<file path="src/hw/rtl/spq_pkg.sv">
// Shared constants and types for the sorted priority queue.
// No dependencies; compiled first.
package spq_pkg;

	localparam int DEPTH  = 16;
	localparam int IDX_W  = $clog2(DEPTH);
	localparam int CNT_W  = 5;
	localparam int DATA_W = 32;

	localparam logic KIND_ADD    = 1'b0;
	localparam logic KIND_REMOVE = 1'b1;

	typedef enum logic [1:0] {
		ST_DONE  = 2'd0,
		ST_FULL  = 2'd1,
		ST_EMPTY = 2'd2
	} status_t;

	typedef logic signed [DATA_W-1:0] data_t;
	typedef logic [CNT_W-1:0]         cnt_t;

	// per-cell control from the queue controller
	typedef struct packed {
		logic upd;     // add item accepted this cycle
		logic occ;     // cell holds a value
		logic at_tail; // first free cell
	} cell_ctl_t;

endpackage

</file>
<file path="src/hw/rtl/spq_if.sv">
// Item channel interfaces for the sorted priority queue.
// Depends on spq_pkg.
interface spq_req_if;
	import spq_pkg::*;
	logic  valid;
	logic  ready;
	logic  kind;
	data_t value;

	modport source (output valid, kind, value, input ready);
	modport sink   (input valid, kind, value, output ready);
endinterface

interface spq_rsp_if;
	import spq_pkg::*;
	logic               valid;
	logic               ready;
	logic [1:0]         status;
	data_t              removed_value;
	data_t              min_value;
	logic [CNT_W-1:0]   entry_count;
	logic               is_empty;
	logic               is_full;

	modport source (output valid, status, removed_value, min_value, entry_count,
		is_empty, is_full, input ready);
	modport sink   (input valid, status, removed_value, min_value, entry_count,
		is_empty, is_full, output ready);
endinterface

</file>
<file path="src/hw/rtl/spq_cell.sv">
// One slot of the sorted chain: holds a value, compares it with the new item
// and takes either its lower neighbor's value or the new value. Uses spq_pkg.
module spq_cell (
	input  logic               clk,
	input  spq_pkg::cell_ctl_t ctl,
	input  spq_pkg::data_t     value,
	input  logic               prev_move,
	input  spq_pkg::data_t     prev_val,
	output logic               move,
	output spq_pkg::data_t     val_q,
	output spq_pkg::data_t     val_nxt
);
	import spq_pkg::*;

	// value belongs below this cell: this cell moves up one slot
	assign move = ctl.occ && (value < val_q);

	always_comb begin
		val_nxt = val_q;
		if (ctl.upd) begin
			if (prev_move) begin
				val_nxt = prev_val;
			end else if (move || ctl.at_tail) begin
				val_nxt = value;
			end
		end
	end

	always_ff @(posedge clk) begin
		val_q <= val_nxt;
	end

endmodule

</file>
<file path="src/hw/rtl/sorted_priority_queue.sv">
// Sorted priority queue top level: chain of spq_cell slots, count and output
// register. Depends on spq_pkg, spq_if.sv and spq_cell.
//
//  channel  dir   payload                                    handshake
//  req      sink  kind, value                                valid/ready
//  rsp      src   status, removed_value, min_value,          valid/ready
//                 entry_count, is_empty, is_full
//  cfg      sink  capacity_limit (cfg_wdata)                 cfg_we
//
// One item per cycle while no result is held by a low rsp.ready: all cells compare
// against the new value at once and shift in the same edge that registers the result.
// req.ready is low only while a result waits and rsp.ready is low.
// arst_n clears count, capacity (to 16) and the result valid flag.
module sorted_priority_queue (
	input  logic                  clk,
	input  logic                  arst_n,
	spq_req_if.sink               req,
	spq_rsp_if.source             rsp,
	input  logic                  cfg_we,
	input  logic [spq_pkg::CNT_W-1:0] cfg_wdata
);
	import spq_pkg::*;

	cnt_t       cap_q;
	cnt_t       count_q;
	cnt_t       count_nxt;
	cnt_t       eff_cap;
	logic       rsp_valid_q;
	logic       acc;
	logic       add_ok;
	logic       rem_ok;
	status_t    status;
	data_t      removed;
	data_t      cell_q   [DEPTH];
	data_t      cell_nxt [DEPTH];
	logic [DEPTH-1:0] move;
	cell_ctl_t  ctl      [DEPTH];
	logic [IDX_W-1:0] top_idx;

	assign req.ready = !rsp_valid_q || rsp.ready;
	assign acc       = req.valid && req.ready;

	always_comb begin
		eff_cap = cap_q;
		if (cap_q == '0) eff_cap = cnt_t'(1);
		if (cap_q > cnt_t'(DEPTH)) eff_cap = cnt_t'(DEPTH);
	end

	always_comb begin
		add_ok    = 1'b0;
		rem_ok    = 1'b0;
		status    = ST_DONE;
		count_nxt = count_q;
		if (req.kind == KIND_ADD) begin
			if (count_q >= eff_cap) begin
				status = ST_FULL;
			end else begin
				add_ok    = acc;
				count_nxt = count_q + cnt_t'(1);
			end
		end else begin
			if (count_q == '0) begin
				status = ST_EMPTY;
			end else begin
				rem_ok    = acc;
				count_nxt = count_q - cnt_t'(1);
			end
		end
	end

	assign top_idx = IDX_W'(count_q - cnt_t'(1));
	assign removed = (req.kind == KIND_REMOVE && count_q != '0) ? cell_q[top_idx] : '0;

	for (genvar i = 0; i < DEPTH; i++) begin : g_cell
		assign ctl[i].upd     = add_ok;
		assign ctl[i].occ     = cnt_t'(i) < count_q;
		assign ctl[i].at_tail = cnt_t'(i) == count_q;

		if (i == 0) begin : g_head
			spq_cell u_cell (
				.clk       (clk),
				.ctl       (ctl[i]),
				.value     (req.value),
				.prev_move (1'b0),
				.prev_val  (req.value),
				.move      (move[i]),
				.val_q     (cell_q[i]),
				.val_nxt   (cell_nxt[i])
			);
		end else begin : g_body
			spq_cell u_cell (
				.clk       (clk),
				.ctl       (ctl[i]),
				.value     (req.value),
				.prev_move (move[i-1]),
				.prev_val  (cell_q[i-1]),
				.move      (move[i]),
				.val_q     (cell_q[i]),
				.val_nxt   (cell_nxt[i])
			);
		end
	end

	always_ff @(posedge clk or negedge arst_n) begin
		if (!arst_n) begin
			cap_q       <= cnt_t'(DEPTH);
			count_q     <= '0;
			rsp_valid_q <= 1'b0;
		end else begin
			if (cfg_we) cap_q <= cfg_wdata;
			if (add_ok || rem_ok) count_q <= count_nxt;
			if (acc) begin
				rsp_valid_q <= 1'b1;
			end else if (rsp.ready) begin
				rsp_valid_q <= 1'b0;
			end
		end
	end

	// result payload
	always_ff @(posedge clk) begin
		if (acc) begin
			rsp.status        <= status;
			rsp.removed_value <= removed;
			rsp.min_value     <= (count_nxt != '0) ? cell_nxt[0] : '0;
			rsp.entry_count   <= count_nxt;
			rsp.is_empty      <= count_nxt == '0;
			rsp.is_full       <= count_nxt >= eff_cap;
		end
	end

	assign rsp.valid = rsp_valid_q;

endmodule
</file>
<file path="src/flat_wrapper.sv">
// flat-port wrapper written by rule: the top's interface ports become plain ports
module sorted_priority_queue_flat import spq_pkg::*;
  (clk, arst_n, cfg_we, cfg_wdata, req_valid, req_kind, req_value, req_ready, rsp_valid, rsp_status, rsp_removed_value, rsp_min_value, rsp_entry_count, rsp_is_empty, rsp_is_full, rsp_ready);
  spq_req_if req_i ();
  spq_rsp_if rsp_i ();
  input  logic clk;
  input  logic arst_n;
  input  logic cfg_we;
  input  logic [spq_pkg::CNT_W-1:0] cfg_wdata;
  input wire logic [$bits(req_i.valid)-1:0] req_valid;
  input wire logic [$bits(req_i.kind)-1:0] req_kind;
  input wire logic [$bits(req_i.value)-1:0] req_value;
  output wire logic [$bits(req_i.ready)-1:0] req_ready;
  output wire logic [$bits(rsp_i.valid)-1:0] rsp_valid;
  output wire logic [$bits(rsp_i.status)-1:0] rsp_status;
  output wire logic [$bits(rsp_i.removed_value)-1:0] rsp_removed_value;
  output wire logic [$bits(rsp_i.min_value)-1:0] rsp_min_value;
  output wire logic [$bits(rsp_i.entry_count)-1:0] rsp_entry_count;
  output wire logic [$bits(rsp_i.is_empty)-1:0] rsp_is_empty;
  output wire logic [$bits(rsp_i.is_full)-1:0] rsp_is_full;
  input wire logic [$bits(rsp_i.ready)-1:0] rsp_ready;
  assign req_i.valid = req_valid;
  assign req_i.kind = req_kind;
  assign req_i.value = req_value;
  assign req_ready = req_i.ready;
  assign rsp_valid = rsp_i.valid;
  assign rsp_status = rsp_i.status;
  assign rsp_removed_value = rsp_i.removed_value;
  assign rsp_min_value = rsp_i.min_value;
  assign rsp_entry_count = rsp_i.entry_count;
  assign rsp_is_empty = rsp_i.is_empty;
  assign rsp_is_full = rsp_i.is_full;
  assign rsp_i.ready = rsp_ready;
  sorted_priority_queue u_core (.clk(clk), .arst_n(arst_n), .req(req_i), .rsp(rsp_i), .cfg_we(cfg_we), .cfg_wdata(cfg_wdata));
endmodule
</file>
<file path="config.mk">
export PLATFORM = sky130hd
export DESIGN_NAME = sorted_priority_queue_flat
export DESIGN_NICKNAME = d
export VERILOG_FILES = /design/src/hw/rtl/spq_pkg.sv /design/src/hw/rtl/spq_if.sv /design/src/hw/rtl/spq_cell.sv /design/src/hw/rtl/sorted_priority_queue.sv /design/src/flat_wrapper.sv
export SDC_FILE = /design/constraint.sdc
export NUM_CORES = 2
export LEC_CHECK = 0
export ABC_AREA = 1
export BUFFER_PORTS_ARGS = -buffer_cell sky130_fd_sc_hd__buf_2
export CORE_MARGIN = 3
export CORE_UTILIZATION = 58
export DETAILED_ROUTE_END_ITERATION = 6
export HOLD_SLACK_MARGIN = 0.15
export PLACE_DENSITY = 0.79
export RECOVER_POWER = 50
export SLEW_MARGIN = 20
export SYNTH_ARGS = -nofsm -noshare
export SYNTH_HDL_FRONTEND = slang
export SYNTH_SLANG_ARGS = --single-unit
</file>
<file path="constraint.sdc">
create_clock -name clk -period 4.45 [get_ports clk]
set_input_delay 0.2225 -clock clk [delete_from_list [all_inputs] [get_ports clk]]
set_output_delay 0.2225 -clock clk [all_outputs]
set_load 0.02 [all_outputs]
</file>
==> impl_metrics.env <==
export IMPL_final_cells=6045
export IMPL_max_cap_violations=1
export IMPL_grt_setup_unrepaired="no"
export IMPL_critical_path_buf_inv_count=1
export IMPL_clock_skew_ps=29.0
export IMPL_yosysSeqAreaShare_pct=41.9
export IMPL_h_tree_depth=3
export IMPL_clk_pin_slew_ps=60
export IMPL_ys_seq_elements=596
export IMPL_start_util_pct=59.1
export IMPL_design_area_sq_mm=0.0452
export IMPL_dpl_cell_area_sq_mm=0.0431
export IMPL_finalHoldViolCount=0
export IMPL_total_power_mw=28.1
export IMPL_endpoint_kind="flip-flop"
export IMPL_first_pass_iters=5
export IMPL_clk_latency_ps=620
export IMPL_post_route_util_pct=64.0
export IMPL_hp_class="primary input to flip-flop"
export IMPL_start_kind="flip-flop"
export IMPL_fin_crit_sh_pct=87.9
export IMPL_cts_tree="built"
export IMPL_io_buffers=117
export IMPL_status="complete, but fails checks"
export IMPL_power_leakage_nw=20.5
export IMPL_drc_errors=0
export IMPL_fp_row_count=97
export IMPL_crit_fanout=33
export IMPL_worstPathRequired_ps=4800
export IMPL_dp_cells=5897
export IMPL_worstSetupPathType="flip-flop to flip-flop"
export IMPL_ys_types=52
export IMPL_netlist_area_sq_mm=0.0418
export IMPL_p_per_area_mw_per_mm2=621
export IMPL_fin_setup_tns_ps=0
export IMPL_postCtsSetupBuffers=0
export IMPL_syn_area_per_cell_sq_um=8.31
export IMPL_coreArea_sq_mm=0.0706
export IMPL_max_freq_ghz=0.256
export IMPL_antenna_found_initial=1
export IMPL_vias=34800
export IMPL_maxSlewHeadroom_pct=-54.1
export IMPL_routabilityCongestion=0.969
export IMPL_grt_pass1_wl_microns=169000
export IMPL_vias_per_cell=5.75
export IMPL_clock_path_buffers=3
export IMPL_ctsRootBufferMaster="clkbuf_16"
export IMPL_io_pins=118
export IMPL_yosys_most_used_dff="edfxtp_1"
export IMPL_slowest_stage="dfrtp_1"
export IMPL_async_flop_share_pct=1.85
export IMPL_setup_violations_final=0
export IMPL_die_area_sq_mm=0.0753
export IMPL_wl_per_cell_microns=17.5
export IMPL_fin_nets=5606
export IMPL_drt_iter0_drc=3555
export IMPL_arrival_ps=4260
export IMPL_grt_max_degree=194
export IMPL_dieHeight_microns=274
export IMPL_tightest_slew_ps=2300
export IMPL_grt_overflow=0
export IMPL_area_delta_synth_final_pct=8.21
export IMPL_finalCriticalPeriod_ps=3910
export IMPL_die_w_microns=274
export IMPL_drv_slew=40
export IMPL_synthCells=5029
export IMPL_ant_nets=0
export IMPL_wl_microns=106000
export IMPL_ys_warn_count=0
export IMPL_post_cts_resized=0
export IMPL_layout_drive_gt1_share_pct=6.05
export IMPL_first_global_vias=32700
export IMPL_cts_hold_buf=25
export IMPL_crit_family="simple AND/OR/NAND/NOR gates"
export IMPL_path_cells="ha_1 -> a21oi_1 -> o21a_2 -> nand3_1 -> inv_1 -> nor2_1 -> or2_0 -> nand2_1 -> and2_0 -> nand3_4 -> nor2_8 -> nor2_1"
export IMPL_clock_sinks=596
export IMPL_cts_inserted_buffers=68
export IMPL_diodes=0
export IMPL_dp_hpwl_microns=79200
export IMPL_synth_edf_count=553
export IMPL_violations="max-capacitance violations, max-slew violations"
export IMPL_slowest_delay_ps=800
export IMPL_synthesis_nets=5583
export IMPL_cp_common_cell="nor2_1"
export IMPL_grtUsageTotal_pct=28.0
export IMPL_ir_drop_mv=0.531
[cells in the mapped netlist, types with 9 or more instances]
cell	count	area, sq um
nand2_1	994	3730
nor2_2	32	200
buf_2	59	295
ha_1	511	6390
buf_1	57	214
nor2_1	93	349
o21ai_1	176	881
o21ai_0	629	3150
a31oi_1	9	56.3
buf_4	13	97.6
o211ai_1	22	165
nand4_1	30	188
a211oi_1	18	135
buf_6	21	236
dfxtp_1	32	641
o21ai_2	22	193
a21oi_1	517	2590
nand3b_1	12	90.1
nand3_1	295	1480
dfrtp_1	10	250
nor3_1	19	95.1
nor4_1	13	81.3
clkbuf_1	140	526
inv_1	690	2590
o21a_1	10	75.1
edfxtp_1	553	16600
[cell families (layout without fill, tap and decap cells)]
| kind of cell | after synthesis | after routing | share of synthesized area, % |
|---|---|---|---|
| DFF | 596 | 596 | 41.9 |
| xor gates and xnor gates | 2 | 2 | 0.0419 |
| adders and majority gates | 511 | 511 | 15.3 |
| muxes | 2 | 2 | 0.0539 |
| and+or+nand+nor | 1507 | 1507 | 15.3 |
| buffers and inverters | 994 | 1070 | 9.73 |
| AOI/OAI and AO/OA | 1417 | 1417 | 17.6 |
[layout by cell type, fill, tap and decap left out, types with 72 or more instances in the layout]
cell and instances:
ha_1 510, o21ai_0 780, a21oi_1 517, clkbuf_16 72, edfxtp_1 553, buf_4 88, nand3_1 298, inv_1 688
nor2_1 93, nand2_1 994, clkbuf_1 97
[flip-flops by register name, summed over array words and instances (netlist names)]
| signal | count |
|---|---|
| u_core.cap_q | 5 |
| u_core.count_q | 5 |
| u_core.g_cell.g_body.u_cell.val_q | 480 |
| u_core.g_cell.g_head.u_cell.val_q | 32 |
| u_core.rsp.entry_count | 5 |
| u_core.rsp.is_empty | 1 |
| u_core.rsp.is_full | 1 |
| u_core.rsp.min_value | 32 |
| u_core.rsp.removed_value | 32 |
| u_core.rsp.status | 2 |
| u_core.rsp.valid | 1 |
[routing by layer]
metal  vias up  share of wire, %  global-route usage, %
met5         -             0.012                      0
met4         2               3.2                   9.97
met3       222               7.9                   3.59
met2      1355                47                   46.6
met1     15900                42                   37.5
li1      17200                 -                      -
[per-stage QoR]
| stage | setup slack, ps | hold slack, ps |
|---|---|---|
| after global routing | 417 | 195 |
| after floorplan | 391 | -73.1 |
| after detailed placement | 1030 | 116 |
| after global placement | 1130 | 116 |
| final | 539 | 190 |
| after CTS | 1060 | 152 |
[tightest hold or removal path: stages]
cell	delay, ps
buf_2	220
nand2_1	110
o21ai_0	70
[final cells by class]
| class | count | area [sq um] |
|---|---|---|
| multi-input combinational | 3439 | 20200 |
| timing repair buffer | 247 | 1560 |
| fill | 5775 | 25400 |
| sequential | 596 | 17500 |
| tap | 940 | 1180 |
| inverter | 700 | 2640 |
| clock buffer | 99 | 1970 |
| clock inverter | 24 | 186 |
[power by group]
group | switching (mW) | internal (mW) | leakage (nW)
logic | 9.88 | 4.07 | 14.0
registers | 0.464 | 8.14 | 5.46
clock network | 2.35 | 3.20 | 1.06
total | 12.7 | 15.4 | 20.5
[worst paths after layout]
path | startpoint | endpoint | slack [ps] | cells past startpoint
max | u_core.count_q[4] | u_core.rsp.min_value[0] | 540 | 12
min | req_value[11] | u_core.g_cell[8].g_body.u_cell.val_q[11] | 190 | 3
max reg2reg | u_core.count_q[4] | u_core.rsp.min_value[0] | 540 | 12
min reg2reg | u_core.g_cell[0].g_head.u_cell.val_q[2] | u_core.g_cell[0].g_head.u_cell.val_q[2] | 600 | 4
max in group asynchronous | arst_n | u_core.count_q[0] | 2790 | 4
min in group asynchronous | arst_n | u_core.cap_q[4] | 660 | 3
Note: power is estimated with default switching activity, not from simulation.
